File: src/rtl/core/skf_pkg.sv
// Shared types and constants of the scalar Kalman filter.
// Depends on nothing; used by the channel interfaces, the core and its checker.
`default_nettype none

package skf_pkg;

  localparam int DATA_W    = 32;
  localparam int DIFF_W    = DATA_W + 1;
  localparam int GAIN_W    = 17;
  localparam int FRAC_W    = 16;
  localparam int CFG_IDX_W = 8;

  localparam logic [GAIN_W-1:0] ONE_Q16 = GAIN_W'(1 << FRAC_W);

  // Configuration register indexes.
  localparam logic [CFG_IDX_W-1:0] CFG_PROCESS_NOISE = CFG_IDX_W'(0);
  localparam logic [CFG_IDX_W-1:0] CFG_MEASURE_NOISE = CFG_IDX_W'(1);

  localparam logic [DATA_W-1:0] PROCESS_NOISE_RST = DATA_W'(262);
  localparam logic [DATA_W-1:0] MEASURE_NOISE_RST = DATA_W'(65536);

  // The gain needs one integer quotient bit plus the fraction bits.
  localparam int DIV_STEPS = GAIN_W;
  localparam int CNT_W     = $clog2(DIV_STEPS);

  typedef enum logic [5:0] {
    ST_IDLE = 6'b000001,
    ST_PRED = 6'b000010,
    ST_DIV  = 6'b000100,
    ST_MULX = 6'b001000,
    ST_MULP = 6'b010000,
    ST_DONE = 6'b100000
  } skf_state_t;

endpackage

`default_nettype wire

File: src/rtl/core/skf_meas_if.sv
// Measurement channel: valid/ready handshake carrying one sample z.
// Depends on skf_pkg for the data width.
`default_nettype none

interface skf_meas_if;
  logic                                valid;
  logic                                ready;
  logic signed [skf_pkg::DATA_W-1:0]   measurement;

  modport source (output valid, output measurement, input ready);
  modport sink   (input valid, input measurement, output ready);
endinterface

`default_nettype wire

File: src/rtl/core/skf_est_if.sv
// Result channel: valid/ready handshake carrying the estimate and the gain.
// Depends on skf_pkg for the field widths.
`default_nettype none

interface skf_est_if;
  logic                                valid;
  logic                                ready;
  logic signed [skf_pkg::DATA_W-1:0]   estimate;
  logic        [skf_pkg::GAIN_W-1:0]   gain;

  modport source (output valid, output estimate, output gain, input ready);
  modport sink   (input valid, input estimate, input gain, output ready);
endinterface

`default_nettype wire

File: src/rtl/core/scalar_kalman_filter.sv
// Scalar Kalman filter, random-walk model, Q16.16 fixed point; uses skf_pkg and the channel ifs.
// A taken measurement runs through PRED, DIV, MULX, MULP and DONE; DONE loads the result beat.
// Ready stays low until DONE loads the result; the 17-step divider is the longest step.
// A finished result sits in an output register; the next item may start while it waits.
// Reset (synchronous, rst_n low): estimate and variance clear to zero, Q and R take
// their default values and the output channel goes empty.
`default_nettype none

module scalar_kalman_filter (
  input  logic                            clk,
  input  logic                            rst_n,
  skf_meas_if.sink                        in_chan,
  skf_est_if.source                       out_chan,
  input  logic                            cfg_we,
  input  logic [skf_pkg::CFG_IDX_W-1:0]   cfg_index,
  input  logic [skf_pkg::DATA_W-1:0]      cfg_wdata
);
  import skf_pkg::*;

  localparam logic [CNT_W-1:0] DivLast = CNT_W'(DIV_STEPS - 1);
  localparam int MUL_A_W = GAIN_W + 1;
  localparam int MUL_B_W = DIFF_W + 1;
  localparam int PROD_W  = MUL_A_W + MUL_B_W;
  localparam int REM_W   = DIFF_W + 1;

  skf_state_t state_r, state_nxt;

  logic [DATA_W-1:0]         q_noise_r, r_noise_r;
  logic [DATA_W-1:0]         x_r, p_r;
  logic signed [DIFF_W-1:0]  diff_r;
  logic [DATA_W-1:0]         pm_r;
  logic [DIFF_W-1:0]         den_r;
  logic [REM_W-1:0]          rem_r;
  logic [GAIN_W-1:0]         quo_r;
  logic [CNT_W-1:0]          cnt_r;
  logic signed [PROD_W-1:0]  prod_r;
  logic [DATA_W-1:0]         xn_r;
  logic [DATA_W-1:0]         est_r;
  logic [GAIN_W-1:0]         gain_r;
  logic                      out_valid_r;

  logic                      in_acc;
  logic                      out_load;
  logic [DIFF_W-1:0]         sum_p;
  logic [DATA_W-1:0]         pm_sat;
  logic [DIFF_W-1:0]         den_sum;
  logic [REM_W:0]            trial;
  logic                      fits;
  logic [REM_W-1:0]          rem_sel;
  logic [GAIN_W-1:0]         k_val;
  logic signed [MUL_A_W-1:0] mul_a;
  logic signed [MUL_B_W-1:0] mul_b;
  logic signed [PROD_W-1:0]  mul_out;
  logic [MUL_B_W-1:0]        xn_sum;

  assign in_chan.ready   = (state_r == ST_IDLE);
  assign in_acc          = in_chan.valid && in_chan.ready;
  assign out_chan.valid    = out_valid_r;
  assign out_chan.estimate = est_r;
  assign out_chan.gain     = gain_r;
  assign out_load        = (state_r == ST_DONE) && (!out_valid_r || out_chan.ready);

  // Prediction with saturation, then the gain denominator held in 33 bits.
  assign sum_p   = {1'b0, p_r} + {1'b0, q_noise_r};
  assign pm_sat  = sum_p[DATA_W] ? {DATA_W{1'b1}} : sum_p[DATA_W-1:0];
  assign den_sum = {1'b0, pm_sat} + {1'b0, r_noise_r};

  // One restoring division step: compare, subtract if it fits, shift left.
  assign trial   = {1'b0, rem_r} - {2'b00, den_r};
  assign fits    = !trial[REM_W];
  assign rem_sel = fits ? trial[REM_W-1:0] : rem_r;

  // A zero denominator forces the gain to zero.
  assign k_val = (den_r == '0) ? '0 : quo_r;

  // Shared multiplier: k * (z - x) first, then (1 - k) * pm.
  always_comb begin
    if (state_r == ST_MULX) begin
      mul_a = $signed({1'b0, k_val});
      mul_b = $signed({diff_r[DIFF_W-1], diff_r});
    end else begin
      mul_a = $signed({1'b0, ONE_Q16 - k_val});
      mul_b = $signed({2'b00, pm_r});
    end
  end
  assign mul_out = mul_a * mul_b;

  // The arithmetic shift of the product floors toward minus infinity.
  assign xn_sum = {{(MUL_B_W-DATA_W){x_r[DATA_W-1]}}, x_r} + prod_r[FRAC_W +: MUL_B_W];

  always_comb begin
    state_nxt = state_r;
    case (state_r)
      ST_IDLE: if (in_acc) state_nxt = ST_PRED;
      ST_PRED: state_nxt = ST_DIV;
      ST_DIV:  if (cnt_r == DivLast) state_nxt = ST_MULX;
      ST_MULX: state_nxt = ST_MULP;
      ST_MULP: state_nxt = ST_DONE;
      ST_DONE: if (out_load) state_nxt = ST_IDLE;
      default: state_nxt = ST_IDLE;
    endcase
  end

  always_ff @(posedge clk) begin
    if (!rst_n) begin
      state_r     <= ST_IDLE;
      q_noise_r   <= PROCESS_NOISE_RST;
      r_noise_r   <= MEASURE_NOISE_RST;
      x_r         <= '0;
      p_r         <= '0;
      cnt_r       <= '0;
      out_valid_r <= 1'b0;
    end else begin
      state_r <= state_nxt;

      if (cfg_we) begin
        case (cfg_index)
          CFG_PROCESS_NOISE: q_noise_r <= cfg_wdata;
          CFG_MEASURE_NOISE: r_noise_r <= cfg_wdata;
          default: ;
        endcase
      end

      if (state_r == ST_PRED) begin
        cnt_r <= '0;
      end else if (state_r == ST_DIV) begin
        cnt_r <= cnt_r + 1'b1;
      end

      if (out_load) begin
        x_r         <= xn_r;
        p_r         <= prod_r[FRAC_W +: DATA_W];
        out_valid_r <= 1'b1;
      end else if (out_chan.ready) begin
        out_valid_r <= 1'b0;
      end
    end
  end

  always_ff @(posedge clk) begin
    case (state_r)
      ST_IDLE: begin
        if (in_acc) begin
          diff_r <= $signed({in_chan.measurement[DATA_W-1], in_chan.measurement})
                    - $signed({x_r[DATA_W-1], x_r});
        end
      end
      ST_PRED: begin
        pm_r  <= pm_sat;
        den_r <= den_sum;
        rem_r <= {2'b00, pm_sat};
        quo_r <= '0;
      end
      ST_DIV: begin
        rem_r <= {rem_sel[REM_W-2:0], 1'b0};
        quo_r <= {quo_r[GAIN_W-2:0], fits};
      end
      ST_MULX: begin
        prod_r <= mul_out;
      end
      ST_MULP: begin
        xn_r   <= xn_sum[DATA_W-1:0];
        prod_r <= mul_out;
      end
      ST_DONE: begin
        if (out_load) begin
          est_r  <= xn_r;
          gain_r <= k_val;
        end
      end
      default: ;
    endcase
  end

endmodule

`default_nettype wire

File: src/flat_wrapper.sv
// flat-port wrapper written by rule: the top's interface ports become plain ports
module scalar_kalman_filter_flat import skf_pkg::*;
  (clk, rst_n, cfg_we, cfg_index, cfg_wdata, in_chan_valid, in_chan_measurement, in_chan_ready, out_chan_valid, out_chan_estimate, out_chan_gain, out_chan_ready);
  skf_meas_if in_chan_i ();
  skf_est_if out_chan_i ();
  input  logic clk;
  input  logic rst_n;
  input  logic cfg_we;
  input  logic [skf_pkg::CFG_IDX_W-1:0] cfg_index;
  input  logic [skf_pkg::DATA_W-1:0] cfg_wdata;
  input wire logic [$bits(in_chan_i.valid)-1:0] in_chan_valid;
  input wire logic [$bits(in_chan_i.measurement)-1:0] in_chan_measurement;
  output wire logic [$bits(in_chan_i.ready)-1:0] in_chan_ready;
  output wire logic [$bits(out_chan_i.valid)-1:0] out_chan_valid;
  output wire logic [$bits(out_chan_i.estimate)-1:0] out_chan_estimate;
  output wire logic [$bits(out_chan_i.gain)-1:0] out_chan_gain;
  input wire logic [$bits(out_chan_i.ready)-1:0] out_chan_ready;
  assign in_chan_i.valid = in_chan_valid;
  assign in_chan_i.measurement = in_chan_measurement;
  assign in_chan_ready = in_chan_i.ready;
  assign out_chan_valid = out_chan_i.valid;
  assign out_chan_estimate = out_chan_i.estimate;
  assign out_chan_gain = out_chan_i.gain;
  assign out_chan_i.ready = out_chan_ready;
  scalar_kalman_filter u_core (.clk(clk), .rst_n(rst_n), .in_chan(in_chan_i), .out_chan(out_chan_i), .cfg_we(cfg_we), .cfg_index(cfg_index), .cfg_wdata(cfg_wdata));
endmodule
File: config.mk
export PLATFORM = sky130hd
export DESIGN_NAME = scalar_kalman_filter_flat
export DESIGN_NICKNAME = d
export VERILOG_FILES = /design/src/rtl/core/skf_pkg.sv /design/src/rtl/core/skf_meas_if.sv /design/src/rtl/core/skf_est_if.sv /design/src/rtl/core/scalar_kalman_filter.sv /design/src/flat_wrapper.sv
export SDC_FILE = /design/constraint.sdc
export NUM_CORES = 2
export LEC_CHECK = 0
export ABC_AREA = 1
export BUFFER_PORTS_ARGS = -buffer_cell sky130_fd_sc_hd__buf_2
export CORE_UTILIZATION = 52
export CTS_CLUSTER_DIAMETER = 120
export DETAILED_ROUTE_END_ITERATION = 10
export PLACE_DENSITY = 0.78
export SYNTH_ARGS = -nofsm -noshare
export SYNTH_HDL_FRONTEND = slang
export SYNTH_SLANG_ARGS = --single-unit
File: constraint.sdc
create_clock -name clk -period 19.7 [get_ports clk]
set_input_delay 1.97 -clock clk [delete_from_list [all_inputs] [get_ports clk]]
set_output_delay 1.97 -clock clk [all_outputs]
set_load 0.02 [all_outputs]
==> flow_summary.toml <==
[outcome]
status = "completed"

[floorplan]
fp.dieW_um = 289
die_area_mm2 = 0.0837
std_cell_rows = 104
core_mm2 = 0.0811
io_pins = 128
initial_core_util_pct = 52.9
die_h_um = 289

[timing]
finalSetupTns_ns = 0
grt_setup_unrepaired = "no"
finalMaxSlewViolations = 0
max_freq_mhz = 108
finalClockSkew_ns = 0.0162
setup_viol = 0
relSlewSlack_pct = 15.7
finalCritPeriodShare_pct = 47.0
hold_violations = 0
min_period_ns = 9.26
max_slew.worst_pin.slew_ns = 1.26

[run]
max_cap_viol_count = 0

[setup_path]
cp.required_ns = 20.03
endpoint_kind = "flip-flop"
setup.worst_path.start_class = "flip-flop"
r2r_end = "u_core.prod_r[43]"
crit_family = "adder cells"
path_buf_inv = 5
critPathMaxStageDelay_ns = 0.90
reg2reg_from = "u_core.den_r[7]"
path_class = "flip-flop to flip-flop"
cp_data_arrival_time_ns = 9.59
crit_path_top_delay_cell = "nand2_1"
reg2reg_depth = 30
rrSetupSlack_ns = 10.44
critPathMaxFanout = 30

[place]
io_buffers = 127
gp_congestion = 0.995
dpl.hpwl_mm = 107

[synth]
syn_nets = 6178
synth_cells = 5309
syn_area_mm2 = 0.0429
ys_seq_area_share_pct = 24.9
postSynth.asyncResetShare_pct = 0
synth_cell_types = 58
synth_edf_count = 262
synth_ff_type = "edfxtp_1"
syn_area_per_cell_um2 = 8.09
ys_warn_count = 0
synth-seq-cells = 402

[cells_and_area]
most-common-layout-cells = "inv_1, nand2_1, nor2_1"
fin_util_pct = 56.8
final_nets = 6259
antenna_cells = 0
syn_to_final_growth_pct = 7.33
drive_gt1_share_pct = 6.60
final_common_cell = "inv_1"

[clocking]
cts_tree = "yes"
post_cts_resized = 0
htreeDepth = 2
cts_setup_buffers = 0
clock_latency_ns = 0.60
clock_sinks = 402
path_clk_slew_ns = 0.06
cts-root-buf = "clkbuf_16"
clockBufferDepth = 3
cts_hold_buffers = 0
cts_buffers = 45

[power_and_ir_drop]
p_leak_nw = 22.2
ir_drop_mv = 0.0574
p_int_mw = 1.76
pwr-share-clk_pct = 30.9
netSwitchingPower_mw = 1.04
p_total_mw = 2.79
power_frac_seq_pct = 33.8
swShare_pct = 37.2
power_density_mw_per_mm2 = 60.7
comb_power_share_pct = 35.3

[grt]
grt_pass1_wl_mm = 204
grt_max_degree = 96
grt_usage_pct = 32.1
grt_pass1_vias = 36200
grt_antenna_before_repair = 0
overflow = 0

[detailed_routing]
wirelength_mm = 131
drtAntennaViolNets = 0
num_vias = 36100
detail_route.wl_per_cell_um = 20.2
viasPerCell = 5.56
drt_first_pass_iters = 6
drtIter0Drc = 3477
drcViolationCount = 0

[hold_path]
min_from = "u_core.xn_r[1]"
whs_path_depth = 0
hold_end = "u_core.out_chan.estimate[1]"
hp-class = "flip-flop to flip-flop"
-- per-layer routing --
metal,global-route usage (%),vias to the layer above,share of wire (%)
met1,42.7,17300,40
met3,6.02,328,9.6
met2,51.0,1676,45
met4,14.6,0,5.2
met5,0,-,0
li1,-,16700,-
-- area by class of cell --
class | instances | area (um^2)
fillers | 7350 | 35000
multi-input cells | 3677 | 27500
flip-flops and latches | 402 | 10700
inverters | 1087 | 4080
well taps | 1060 | 1330
clock buffers | 56 | 1190
repair buffers | 177 | 1010
clock inverters | 28 | 290
-- cells by family (layout without fill, tap and decap cells) --
kind of cell | after synthesis | after routing | share of synthesized area, %
buffers and inverters | 1230 | 1348 | 11.2
adders and majority gates | 792 | 792 | 32.2
DFF | 402 | 402 | 24.9
and+or+nand+nor | 1961 | 1961 | 18.6
xor gates and xnor gates | 155 | 155 | 3.22
AOI/OAI and AO/OA | 769 | 769 | 9.90
-- state kept, by name, indices dropped and copies added (netlist names) --
signal and count:
u_core.quo_r 17, u_core.state_r 6, u_core.out_chan.gain 17, u_core.out_chan.valid 1
u_core.out_chan.estimate 32, u_core.rem_r 34, u_core.den_r 33, u_core.r_noise_r 32
u_core.cnt_r 5, u_core.xn_r 32, u_core.x_r 32, u_core.q_noise_r 32
u_core.prod_r 32, u_core.diff_r 33, u_core.pm_r 32, u_core.p_r 32
-- cell usage after synthesis, types with 23 or more instances --
master / instances / share of area, %
fa_1: 519 / 24
nor2_1: 679 / 5.9
or2_2: 24 / 0.35
nor3_1: 47 / 0.55
clkbuf_1: 68 / 0.59
o211ai_1: 29 / 0.51
xnor2_1: 44 / 0.90
buf_2: 49 / 0.57
ha_1: 273 / 8.0
inv_1: 1071 / 9.4
nand4_1: 31 / 0.45
a31oi_1: 26 / 0.38
nand2_1: 963 / 8.4
nand3_1: 140 / 1.6
xor2_1: 109 / 2.2
dfxtp_1: 140 / 6.5
a21oi_1: 305 / 3.6
edfxtp_1: 262 / 18
o21bai_1: 23 / 0.40
a21o_1: 23 / 0.40
o21ai_0: 301 / 3.5
-- stage by stage --
step                      setup WS (ns)  cells  hold slack, ns  area [um^2]
after floorplan                   10.52   5309           0.421        42900
after global placement            10.71   6403           0.433        44600
after detailed placement          10.65   6403           0.430        44600
after CTS                         10.60   6487           0.444        46100
after global routing               9.97   6487           0.459        46100
final                             10.44   6487           0.447        46100
-- power by group through the flow --
| stage | logic, mW | clock network (mW) | registers [mW] |
|---|---|---|---|
| finish | 0.987 | 0.863 | 0.945 |
| global route | 1.10 | 0.903 | 0.946 |
| CTS | 0.968 | 0.873 | 0.945 |
| detailed placement | 0.951 | 0 | 0.963 |
| global placement | 0.953 | 0 | 0.963 |
| floorplan | 0.659 | 0 | 0.961 |
-- worst max path at each step --
stage	start	endpoint	slack (ns)	cells after the start
after floorplan	u_core.state_r[4]	u_core.quo_r[0]	10.52	5
after global placement	u_core.den_r[3]	u_core.prod_r[43]	10.71	30
after detailed placement	u_core.den_r[7]	u_core.prod_r[35]	10.65	30
after CTS	u_core.den_r[2]	u_core.prod_r[43]	10.60	30
after global routing	u_core.den_r[7]	u_core.prod_r[35]	9.97	30
final	u_core.den_r[7]	u_core.prod_r[43]	10.44	30
Note: power is estimated with default switching activity, not from simulation.
